**config.mk**
```make
export PLATFORM = sky130hd
export DESIGN_NAME = kinetic_scroll_controller
export DESIGN_NICKNAME = d
export VERILOG_FILES = /design/src/hdl/ksc_pkg.sv /design/src/hdl/ksc_div.sv /design/src/hdl/kinetic_scroll_controller.sv
export VERILOG_INCLUDE_DIRS = /design/src /design/src/hdl
export SDC_FILE = /design/constraint.sdc
export NUM_CORES = 1
export LEC_CHECK = 0
export ABC_CLOCK_PERIOD_IN_PS = 6500
export BUFFER_PORTS_ARGS = -buffer_cell sky130_fd_sc_hd__clkbuf_2
export CAP_MARGIN = 20
export CORE_MARGIN = 1
export CORE_UTILIZATION = 55
export CTS_BUF_LIST = sky130_fd_sc_hd__clkbuf_16
export DETAILED_ROUTE_END_ITERATION = 7
export PLACE_DENSITY = 0.84
export SLEW_MARGIN = 10
export SYNTH_ARGS = -nofsm -noshare
export SYNTH_HDL_FRONTEND = slang
export SYNTH_SLANG_ARGS = --single-unit
export TNS_END_PERCENT = 1
```
**constraint.sdc**
```tcl
create_clock -name clk -period 6.5 [get_ports clk]
set_input_delay 1.3 -clock clk [delete_from_list [all_inputs] [get_ports clk]]
set_output_delay 1.3 -clock clk [all_outputs]
set_load 0.005 [all_outputs]
```
**src/hdl/kinetic_scroll_controller_assert.svh**
```systemverilog
// Assertion helpers, clocked on clk and disabled during rst.
`ifndef KINETIC_SCROLL_CONTROLLER_ASSERT_SVH
`define KINETIC_SCROLL_CONTROLLER_ASSERT_SVH

// Consequent holds in the same cycle as the antecedent.
`define KSC_ASSERT_SAME(label, ante, cons) \
  label: assert property (@(posedge clk) disable iff (rst) (ante) |-> (cons)) \
    else $error("kinetic scroll check failed");

// Consequent holds in the cycle after the antecedent.
`define KSC_ASSERT_NEXT(label, ante, cons) \
  label: assert property (@(posedge clk) disable iff (rst) (ante) |=> (cons)) \
    else $error("kinetic scroll check failed");

`endif

```
**src/hdl/ksc_pkg.sv**
```systemverilog
package ksc_pkg;

  localparam int POS_BITS  = 16;
  localparam int FRAC_BITS = 8;
  localparam int SCR_BITS  = POS_BITS + FRAC_BITS + 1;
  localparam int MAXS_W    = 10;
  localparam int STEPS_W   = 5;
  localparam int MAG_W     = MAXS_W + FRAC_BITS;
  localparam int CNT_W     = $clog2(MAG_W);

  localparam logic [MAXS_W-1:0]  MAX_SPEED_RST   = MAXS_W'(100);
  localparam logic [STEPS_W-1:0] DECEL_STEPS_RST = STEPS_W'(20);

  typedef enum logic [1:0] {
    MODE_STEADY  = 2'd0,
    MODE_PRESSED = 2'd1,
    MODE_MANUAL  = 2'd2,
    MODE_AUTO    = 2'd3
  } mode_t;

  typedef enum logic [1:0] {
    OP_PRESS   = 2'd0,
    OP_RELEASE = 2'd1,
    OP_MOVE    = 2'd2,
    OP_TICK    = 2'd3
  } op_t;

  typedef enum logic {
    CFG_MAX_SPEED   = 1'b0,
    CFG_DECEL_STEPS = 1'b1
  } cfg_idx_t;

  typedef enum logic [1:0] {
    ST_IDLE,
    ST_DIV_X,
    ST_DIV_Y,
    ST_DONE
  } seq_state_t;

endpackage

```
**src/hdl/ksc_div.sv**
```systemverilog
module ksc_div
  import ksc_pkg::*;
(
  input  logic               clk,
  input  logic               rst,
  input  logic               start,
  input  logic [MAG_W-1:0]   dividend,
  input  logic [STEPS_W-1:0] divisor,
  output logic               done,
  output logic [MAG_W-1:0]   quotient
);

  logic               busy;
  logic [CNT_W-1:0]   cnt;
  logic [STEPS_W-1:0] dvsr;
  logic [STEPS_W-1:0] rem;
  logic [MAG_W-1:0]   quo;
  logic [STEPS_W:0]   trial;
  logic [STEPS_W:0]   diff;
  logic               ge;

  assign trial    = {rem, quo[MAG_W-1]};
  assign ge       = trial >= {1'b0, dvsr};
  assign diff     = trial - {1'b0, dvsr};
  assign quotient = quo;

  always_ff @(posedge clk) begin
    if (rst) begin
      busy <= 1'b0;
      done <= 1'b0;
      cnt  <= '0;
    end else begin
      done <= 1'b0;
      if (start) begin
        busy <= 1'b1;
        cnt  <= '0;
      end else if (busy) begin
        cnt <= cnt + CNT_W'(1);
        if (cnt == CNT_W'(MAG_W - 1)) begin
          busy <= 1'b0;
          done <= 1'b1;
        end
      end
    end
  end

  // one restoring step per cycle, quotient bits shift in as dividend bits shift out
  always_ff @(posedge clk) begin
    if (start) begin
      dvsr <= divisor;
      rem  <= '0;
      quo  <= dividend;
    end else if (busy) begin
      rem <= ge ? diff[STEPS_W-1:0] : trial[STEPS_W-1:0];
      quo <= {quo[MAG_W-2:0], ge};
    end
  end

endmodule

```
**src/hdl/kinetic_scroll_controller.sv**
```systemverilog
// channel   signals                                   direction
// in        in_valid, in_ready, op, pos_x, pos_y      request in
// out       out_valid, out_ready, scroll_valid,
//           scroll_dx, scroll_dy, mode                request out
// cfg       cfg_we, cfg_index, cfg_data               register write
//
// Press, release, move and ticks without a division go via ST_DONE to the output register.
// An auto tick with steps left runs two 18-step restoring
// divisions by steps_left on the one shared divider, x first, then y.
// in_ready is high only while the sequencer is idle; a finished request may wait in
// the output register while the next one is taken.
// rst is synchronous; it resets control state and out_valid but not result or output data.
module kinetic_scroll_controller
  import ksc_pkg::*;
(
  input  logic                       clk,
  input  logic                       rst,
  input  logic                       in_valid,
  output logic                       in_ready,
  input  logic [1:0]                 op,
  input  logic signed [POS_BITS-1:0] pos_x,
  input  logic signed [POS_BITS-1:0] pos_y,
  output logic                       out_valid,
  input  logic                       out_ready,
  output logic                       scroll_valid,
  output logic signed [SCR_BITS-1:0] scroll_dx,
  output logic signed [SCR_BITS-1:0] scroll_dy,
  output logic [1:0]                 mode,
  input  logic                       cfg_we,
  input  logic                       cfg_index,
  input  logic [MAXS_W-1:0]          cfg_data
);

  `include "kinetic_scroll_controller_assert.svh"

  seq_state_t                 state, state_next;
  mode_t                      scroll_mode, scroll_mode_next;
  logic [MAXS_W-1:0]          max_speed, max_speed_next;
  logic [STEPS_W-1:0]         decel_steps, decel_steps_next;
  logic [STEPS_W-1:0]         steps_left, steps_left_next;
  logic signed [POS_BITS-1:0] move_x, move_x_next, move_y, move_y_next;
  logic signed [POS_BITS-1:0] tick_x, tick_x_next, tick_y, tick_y_next;
  logic signed [SCR_BITS-1:0] speed_x, speed_x_next, speed_y, speed_y_next;
  logic                       out_valid_next;

  logic [MAG_W-1:0]           cur_mag, cur_mag_next;
  logic                       cur_neg, cur_neg_next;
  logic                       res_valid, res_valid_next;
  logic signed [SCR_BITS-1:0] res_dx, res_dx_next, res_dy, res_dy_next;
  logic [1:0]                 res_mode, res_mode_next;
  logic                       scroll_valid_next;
  logic signed [SCR_BITS-1:0] scroll_dx_next, scroll_dy_next;
  logic [1:0]                 mode_next;

  logic                       accept;
  logic signed [SCR_BITS-1:0] sel_speed;
  logic [SCR_BITS-1:0]        sel_abs;
  logic [MAG_W-1:0]           lim;
  logic signed [SCR_BITS-1:0] lim_s;
  logic [MAG_W-1:0]           clamp_mag;
  logic [MAG_W-1:0]           dec_mag;
  logic [SCR_BITS-1:0]        dec_ext;
  logic signed [SCR_BITS-1:0] dec_val;
  logic signed [POS_BITS:0]   mdx, mdy, tdx, tdy;

  logic                       div_start;
  logic                       div_done;
  logic [MAG_W-1:0]           div_quo;

  assign in_ready = state == ST_IDLE;
  assign accept   = in_valid && in_ready;

  // clamp the selected speed to +-max_speed in fixed point, as a magnitude
  assign sel_speed = (state == ST_DIV_X) ? speed_y : speed_x;
  assign sel_abs   = sel_speed[SCR_BITS-1] ? SCR_BITS'(-sel_speed) : SCR_BITS'(sel_speed);
  assign lim       = {max_speed, {FRAC_BITS{1'b0}}};
  assign lim_s     = signed'({{(SCR_BITS - MAG_W){1'b0}}, lim});
  assign clamp_mag = (sel_abs > {{(SCR_BITS - MAG_W){1'b0}}, lim}) ? lim
                                                                   : sel_abs[MAG_W-1:0];

  // clamped - clamped/steps, truncated toward zero
  assign dec_mag = cur_mag - div_quo;
  assign dec_ext = {{(SCR_BITS - MAG_W){1'b0}}, dec_mag};
  assign dec_val = cur_neg ? signed'(-dec_ext) : signed'(dec_ext);

  assign mdx = {move_x[POS_BITS-1], move_x} - {pos_x[POS_BITS-1], pos_x};
  assign mdy = {move_y[POS_BITS-1], move_y} - {pos_y[POS_BITS-1], pos_y};
  assign tdx = {tick_x[POS_BITS-1], tick_x} - {pos_x[POS_BITS-1], pos_x};
  assign tdy = {tick_y[POS_BITS-1], tick_y} - {pos_y[POS_BITS-1], pos_y};

  ksc_div u_div (
    .clk      (clk),
    .rst      (rst),
    .start    (div_start),
    .dividend (clamp_mag),
    .divisor  (steps_left),
    .done     (div_done),
    .quotient (div_quo)
  );

  always_comb begin
    state_next        = state;
    scroll_mode_next  = scroll_mode;
    max_speed_next    = max_speed;
    decel_steps_next  = decel_steps;
    steps_left_next   = steps_left;
    move_x_next       = move_x;
    move_y_next       = move_y;
    tick_x_next       = tick_x;
    tick_y_next       = tick_y;
    speed_x_next      = speed_x;
    speed_y_next      = speed_y;
    out_valid_next    = out_valid;
    cur_mag_next      = cur_mag;
    cur_neg_next      = cur_neg;
    res_valid_next    = res_valid;
    res_dx_next       = res_dx;
    res_dy_next       = res_dy;
    res_mode_next     = res_mode;
    scroll_valid_next = scroll_valid;
    scroll_dx_next    = scroll_dx;
    scroll_dy_next    = scroll_dy;
    mode_next         = mode;
    div_start         = 1'b0;

    if (cfg_we) begin
      unique case (cfg_idx_t'(cfg_index))
        CFG_MAX_SPEED:   max_speed_next   = cfg_data;
        CFG_DECEL_STEPS: decel_steps_next = cfg_data[STEPS_W-1:0];
      endcase
    end

    if (out_valid && out_ready) begin
      out_valid_next = 1'b0;
    end

    unique case (state)
      ST_IDLE: begin
        if (accept) begin
          res_valid_next = 1'b0;
          res_dx_next    = '0;
          res_dy_next    = '0;
          state_next     = ST_DONE;
          unique case (scroll_mode)
            MODE_STEADY: begin
              if (op_t'(op) == OP_PRESS) begin
                scroll_mode_next = MODE_PRESSED;
              end
            end
            MODE_PRESSED: begin
              if (op_t'(op) == OP_RELEASE) begin
                scroll_mode_next = MODE_STEADY;
              end else if (op_t'(op) == OP_MOVE) begin
                move_x_next      = pos_x;
                move_y_next      = pos_y;
                tick_x_next      = pos_x;
                tick_y_next      = pos_y;
                scroll_mode_next = MODE_MANUAL;
              end
            end
            MODE_MANUAL: begin
              if (op_t'(op) == OP_MOVE) begin
                res_valid_next = 1'b1;
                res_dx_next    = {mdx, {FRAC_BITS{1'b0}}};
                res_dy_next    = {mdy, {FRAC_BITS{1'b0}}};
                move_x_next    = pos_x;
                move_y_next    = pos_y;
              end else if (op_t'(op) == OP_RELEASE) begin
                scroll_mode_next = MODE_AUTO;
              end else if (op_t'(op) == OP_TICK) begin
                speed_x_next    = {tdx, {FRAC_BITS{1'b0}}};
                speed_y_next    = {tdy, {FRAC_BITS{1'b0}}};
                steps_left_next = decel_steps;
                tick_x_next     = pos_x;
                tick_y_next     = pos_y;
              end
            end
            MODE_AUTO: begin
              if (op_t'(op) == OP_PRESS) begin
                scroll_mode_next = MODE_STEADY;
              end else if (op_t'(op) == OP_TICK) begin
                res_valid_next = 1'b1;
                if (steps_left == '0) begin
                  speed_x_next     = '0;
                  speed_y_next     = '0;
                  scroll_mode_next = MODE_STEADY;
                end else begin
                  div_start    = 1'b1;
                  cur_mag_next = clamp_mag;
                  cur_neg_next = speed_x[SCR_BITS-1];
                  state_next   = ST_DIV_X;
                end
              end
            end
          endcase
          res_mode_next = scroll_mode_next;
        end
      end
      ST_DIV_X: begin
        if (div_done) begin
          speed_x_next = dec_val;
          res_dx_next  = dec_val;
          div_start    = 1'b1;
          cur_mag_next = clamp_mag;
          cur_neg_next = speed_y[SCR_BITS-1];
          state_next   = ST_DIV_Y;
        end
      end
      ST_DIV_Y: begin
        if (div_done) begin
          speed_y_next    = dec_val;
          res_dy_next     = dec_val;
          steps_left_next = steps_left - STEPS_W'(1);
          if (speed_x == '0 && dec_val == '0) begin
            scroll_mode_next = MODE_STEADY;
          end
          res_mode_next = scroll_mode_next;
          state_next    = ST_DONE;
        end
      end
      ST_DONE: begin
        if (!out_valid || out_ready) begin
          out_valid_next    = 1'b1;
          scroll_valid_next = res_valid;
          scroll_dx_next    = res_dx;
          scroll_dy_next    = res_dy;
          mode_next         = res_mode;
          state_next        = ST_IDLE;
        end
      end
    endcase
  end

  always_ff @(posedge clk) begin
    if (rst) begin
      state       <= ST_IDLE;
      scroll_mode <= MODE_STEADY;
      max_speed   <= MAX_SPEED_RST;
      decel_steps <= DECEL_STEPS_RST;
      steps_left  <= '0;
      move_x      <= '0;
      move_y      <= '0;
      tick_x      <= '0;
      tick_y      <= '0;
      speed_x     <= '0;
      speed_y     <= '0;
      out_valid   <= 1'b0;
    end else begin
      state       <= state_next;
      scroll_mode <= scroll_mode_next;
      max_speed   <= max_speed_next;
      decel_steps <= decel_steps_next;
      steps_left  <= steps_left_next;
      move_x      <= move_x_next;
      move_y      <= move_y_next;
      tick_x      <= tick_x_next;
      tick_y      <= tick_y_next;
      speed_x     <= speed_x_next;
      speed_y     <= speed_y_next;
      out_valid   <= out_valid_next;
    end
  end

  always_ff @(posedge clk) begin
    cur_mag      <= cur_mag_next;
    cur_neg      <= cur_neg_next;
    res_valid    <= res_valid_next;
    res_dx       <= res_dx_next;
    res_dy       <= res_dy_next;
    res_mode     <= res_mode_next;
    scroll_valid <= scroll_valid_next;
    scroll_dx    <= scroll_dx_next;
    scroll_dy    <= scroll_dy_next;
    mode         <= mode_next;
  end

  `KSC_ASSERT_SAME(a_no_scroll_zero, out_valid && !scroll_valid, scroll_dx == '0 && scroll_dy == '0)
  `KSC_ASSERT_SAME(a_div_in_auto, state == ST_DIV_X || state == ST_DIV_Y, scroll_mode == MODE_AUTO)
  `KSC_ASSERT_SAME(a_speed_x_clamped, state == ST_DIV_Y, speed_x <= lim_s && speed_x >= -lim_s)
  `KSC_ASSERT_NEXT(a_steps_dec, state == ST_DIV_Y && div_done, steps_left == $past(steps_left) - STEPS_W'(1))

endmodule

```
-- Word level (Yosys, flattened, before mapping)
Cells that the tools add are included.
- add/sub/neg operators: 10
- magnitude comparators: 2
- equality and inequality tests: 33
- muxes and demuxes: 110
- bitwise operators: 2
- reduce and logical (&&, ||, !) cells: 30
- operators with widths (kind ; number):
    $mux 25 ; 21
    $pmux 25 s2 ; 6
    $mux 16 ; 14
    $mux 18 ; 9
    $pmux 16 s2 ; 4
    $sub 16x16->17 ; 4
    $logic_not 25->1 ; 2
    $mux 2 ; 19
    $pmux 18 s2 ; 1
    $mux 5 ; 7
    $gt 25x18->1 ; 1
    $neg 18->25 ; 1
    $neg 25->25 ; 1
    $mux 1 ; 22
    $ne 2x2->1 const B ; 10
    $reduce_and 10->1 ; 2
    $ne 3x3->1 const B ; 6
    $sub 18x18->18 ; 1
    $pmux 2 s4 ; 2
    $reduce_and 7->1 ; 2
    $eq 2x2->1 const B ; 6
    $ne 2x1->1 const B ; 6
    $pmux 5 s2 ; 1
    $reduce_and 2->1 ; 4
    other kinds (21) ; 35
- register bits: 299

-- Longest topological paths before layout
- depth after elaboration: 12
- mapped depth: 29
- gate-level depth less buffers: 20

-- Modules after synthesis
From an unflattened synthesis, not the netlist that was laid out.
- cells, all modules: 1814
- area total of the unflattened synthesis: 16784.8 µm²
- modules (own cells, without submodules) (module ; times used ; cells each ; area each (µm²)):
    kinetic_scroll_controller ; 1 ; 1686 ; 15110.7
    ksc_div ; 1 ; 128 ; 1674.1

-- Worst setup path after synthesis
OpenSTA, ideal clock, no wires.
- kind: register to register
- from: register state[1]
- to: register u_div.quo[16] (netlist: u_div.quotient[16]) (data pin)
- arrival time: 6.095 ns
- required time: 6.240 ns
- path slack: 0.146 ns
- cell stages (with the launch flop): 28
- buffers on the path: 8
- clock period less this slack: 6.354 ns
- cells stage by stage: dfxtp_1 > inv_1 > ha_1 > buf_2 > buf_2 > buf_2 > buf_2 > buf_2 > clkbuf_1 > clkbuf_1 > mux2i_1 > ha_1 > o221ai_1 > o31ai_1 > xor2_1 > ha_1 > a21o_1 > a21o_1 > a221o_1 > a21o_1 > a21o_1 > a21o_1 > a211oi_1 > nor2_1 > nor2_2 > buf_4 > mux2_2 > mux2_2
- word-level cells in the longest chain between the ends: 7
- RTL lines (element ; RTL line ; RTL):
    from (decl) ; kinetic_scroll_controller.sv:36 ; seq_state_t state, state_next;
    from (signal assigned) ; kinetic_scroll_controller.sv:249 ; state <= state_next;
    $eq 2x1->1 (*) ; kinetic_scroll_controller.sv:74 ; assign sel_speed = (state == ST_DIV_X) ? speed_y : speed_x;
    $mux 25 (*) ; kinetic_scroll_controller.sv:74 ;
    $neg 25->25 ; kinetic_scroll_controller.sv:75 ; assign sel_abs = sel_speed[SCR_BITS-1] ? SCR_BITS'(-sel_speed) : SCR_BITS'(sel_speed);
    $mux 25 (*) ; kinetic_scroll_controller.sv:75 ;
    $gt 25x18->1 ; kinetic_scroll_controller.sv:78 ; assign clamp_mag = (sel_abs > {{(SCR_BITS - MAG_W){1'b0}}, lim}) ? lim
    $mux 18 (*) ; kinetic_scroll_controller.sv:78 ;
    net clamp_mag[16] ; kinetic_scroll_controller.sv:60 ; logic [MAG_W-1:0] clamp_mag;
    $mux 18 (*) ; ksc_div.sv:49 ; if (start) begin
    to (signal assigned) ; ksc_div.sv:52 ; quo <= dividend;
    to (signal assigned) ; ksc_div.sv:55 ; quo <= {quo[MAG_W-2:0], ge};
    to (decl) ; ksc_div.sv:17 ; logic [MAG_W-1:0] quo;
Mark *: on every way through the listed nets, which the timed path passes. The rest lies on a longest branch.
A chain may end at the register's enable or synchronous reset.

-- Worst setup path in the final report
- from: register state[1]
- to: register u_div.quo[11] (netlist: u_div.quotient[11]) (data pin)
The elaborated chain is that of the path after synthesis.

==> impl_results.md <==
- Layout Cells excl Fill: 2335
- Status: completed
- DRC: 0
- Worst hold path cell count: 0
- Iter 0 DRT Violations: 1276
- Pre-antenna DRT Iters: 5
- Max incr delay on CP: 540 ps
- Slowest CP cell: nor4_1
- Clk_skew: 18.8 ps
- Max Slew Vio Count: 0
- Clk buf depth: 3
- Slew headroom: 26.4%
- Diodes inserted: 0
- Static Leak: 7.48 nW
- Drt wl/cell: 18.9 um
- Reg area: 0.00747 mm2
- Top post-synthesis cells by area: edfxtp_1 26%, dfxtp_1 18%, ha_1 7.8%
- Yosys top cell by area: edfxtp_1
- Period Utilization, post-route: 89.2%
- Synth warn: 0
- Primary FF master, synth: dfxtp_1
- Synth async-reset ratio: 0%
- Placed Cells: 2277
- Die area: 0.0314 mm2
- HPWL Detailed: 32200 um
- Hold/Removal Path Class: reg2reg
- Reg clk slew, reported paths: 70 ps
- IO Pins: 105
- Max Cap Viol: 0
- Worst slew pin tran: 1090 ps
- Die Width: 177 um
- Post-synth cell types: 78
- Setup ws final: 701 ps
- Die span in y: 177 um
- Cells after Synth: 1841
- Worst path cell trace: inv_1 -> ha_2 -> buf_12 -> mux2i_1 -> ha_1 -> o221ai_1 -> nor4_1 -> nor2_1 -> xnor2_1 -> ha_1 -> and4_1 -> a221o_1 -> a21o_1 -> a21o_1 -> a21o_1 -> a211oi_1 -> nor2_1 -> nor2_2 -> buf_4 -> mux2_2 -> mux2_2
- Most used cell, CP: a21o_1
- CTS tree: built
- Fill count: 2412
- Crit Path Class: reg2reg
- Multi-input gate area: 0.00872 mm2
- Register area share after synthesis: 44.2%
- Via density per instance: 5.96
- Post-route setup TNS: 0 ps
- VDD IR max: 277 uV
- Synth cell count leaders: 267 x nand2_1, 188 x a21oi_1, 151 x dfxtp_1, 148 x edfxtp_1, 129 x nor2_1
- Power Density: 437 mW/mm2
- Initial Util: 56.4%
- Mapped Nets: 2002
- Number of routed nets with antenna violations: 0
- Crit Path Max Fanout: 75
- # rows: 63
- Reg2Reg Depth: 21
- Post-synth top area share: 26.3%
- Critical Path Sink Type: flip-flop
- Clk Tree Root Cell: clkbuf_16
- Inserted Clock Buffers: 31
- Initial antenna violation count: 1
- Fin crit period: 5800 ps
- Final Wtd Congestion: 0.916
- Final wirelength: 44000 um
- Synth Register Bits: 299
- # Post-CTS Setup Buffers: 0
- Pin count of the biggest net entering global routing: 95
- Hold_buf cts: 0
- Unrepaired setup endpoints after global routing: false
- Post-synth EDFFs: 148
- Layout cells sized above 1: 12.2%
- CP startpoint kind: flip-flop
- Final setup fails: 0
- Later-pin clock latency in the skew report: 580 ps
- Synthesized cell area: 0.0169 mm2
- Critical Path AT: 6120 ps
- Post-cts sizing count: 0
- Avg Inst Size Synth: 9.18 um2
- Nets: 2081
- GRT Residual Overflow: 0
- PortBufs: 104
- Most frequent cell after synthesis: nand2_1
- Core Area: 0.0300 mm2
- H-tree levels: 1
- Vias in the first global route: 13365
- Total GRT Usage: 28.0%
- Area grow syn2layout: 11.5%
- WP data required: 6820 ps
- Clock sinks: 299
- Via count: 13919
- First-pass GRT wire length: 69700 um
- Setup WS pre-CTS: 767 ps
- Fmax: 0.172 GHz
- Fin. Hold Viols: 0
-- layout by cell type, fill, tap and decap left out, types with 10 or more instances in the layout --
cell and n:
xnor2_1 66, mux2i_1 28, xor2_1 40, a211oi_1 36, mux2_2 33, and2_1 17, a21o_1 31, clkinv_1 11
nand3_1 32, nand4_1 11, edfxtp_1 148, buf_4 22, dfxtp_1 151, nor2b_1 18, a31oi_1 10, o31ai_1 14
a21oi_1 188, nor4_1 11, nor2_1 128, nor3_1 69, o21ai_0 67, o22ai_1 15, nand2_1 267, clkbuf_2 103
inv_1 111, clkbuf_16 31, nor3b_1 13, ha_1 104, or3_1 11, nand2b_1 15
-- layout make-up --
cell class | instances | area share [%]
inverter | 111 | 2.21
timing repair buffer | 126 | 3.72
sequential | 299 | 39.6
clock inverter | 27 | 1.46
clock buffer | 31 | 4.12
multi-input combinational | 1351 | 46.3
tap | 390 | 2.59
-- path summary, 6_finish.rpt --
kind / endpoint / start / slack (ps)
setup / recovery: u_div.quotient[11]$_DFFE_PP_ / state[1]$_SDFFE_PP0P_ / 700
hold / removal: scroll_dx[4]$_DFFE_PP_ / res_dx[4]$_SDFFCE_PP0P_ / 420
hold reg to reg: scroll_dx[4]$_DFFE_PP_ / res_dx[4]$_SDFFCE_PP0P_ / 420
setup reg to reg: u_div.quotient[11]$_DFFE_PP_ / state[1]$_SDFFE_PP0P_ / 700
-- power breakdown --
part           total (mW)  internal (mW)  switching, mW  leakage (nW)
Sequential           2.86           2.59          0.278          2.63
Clock                1.84           1.07          0.768         0.511
Combinational        3.54           1.21           2.33          4.34
Total                8.24           4.87           3.38          7.48
-- routing by layer --
metal	up-vias	global-route usage, %	wire (um)
li1	6729	-	-
met5	-	0	12
met1	6621	36.6	18500
met3	86	3.88	2970
met2	481	47.8	21300
met4	2	9.05	1220
-- critical path: cells and delay by family, from the launching register on --
| kind | cells | cell delay (ps) |
|---|---|---|
| AO/OA/AOI/OAI | 6 | 1370 |
| AND/OR/NAND/NOR | 5 | 1200 |
| multiplexers | 3 | 880 |
| adder cells (fa/ha/maj) | 3 | 790 |
| buffers and inverters | 3 | 640 |
| flip-flops | 1 | 340 |
| XOR/XNOR | 1 | 290 |
-- registers in the layout, indices dropped and copies added (netlist names), 10 cells and up --
| register | flops |
|---|---|
| u_div.quotient | 18 |
| move_x | 16 |
| res_dy | 25 |
| res_dx | 25 |
| scroll_dx | 25 |
| scroll_dy | 25 |
| move_y | 16 |
| max_speed | 10 |
| speed_y | 25 |
| tick_x | 16 |
| speed_x | 25 |
| cur_mag | 18 |
| tick_y | 16 |
-- stage by stage --
stage          total power, mW  cell area, um2  hold slack, ps  utilization, %
2_1_floorplan             5.27           16900             400               -
3_3_place_gp              6.28           17800             401            59.4
3_5_place_dp              6.38           17800             405            59.4
4_1_cts                   8.22           18800             419            62.9
5_1_grt                   8.68           18800             425            62.9
6_report                  8.24           18800             416            62.9
-- logic make-up after synthesis --
logic type               share of synthesized area, %
AND/OR/NAND/NOR                                  17.6
AO/OA/AOI/OAI                                    16.0
flip-flops                                       44.2
buffers and inverters                            4.37
adder cells (fa/ha/maj)                          8.48
XOR/XNOR                                         5.49
multiplexers                                     3.86
Note: power is estimated with default switching activity, not from simulation.
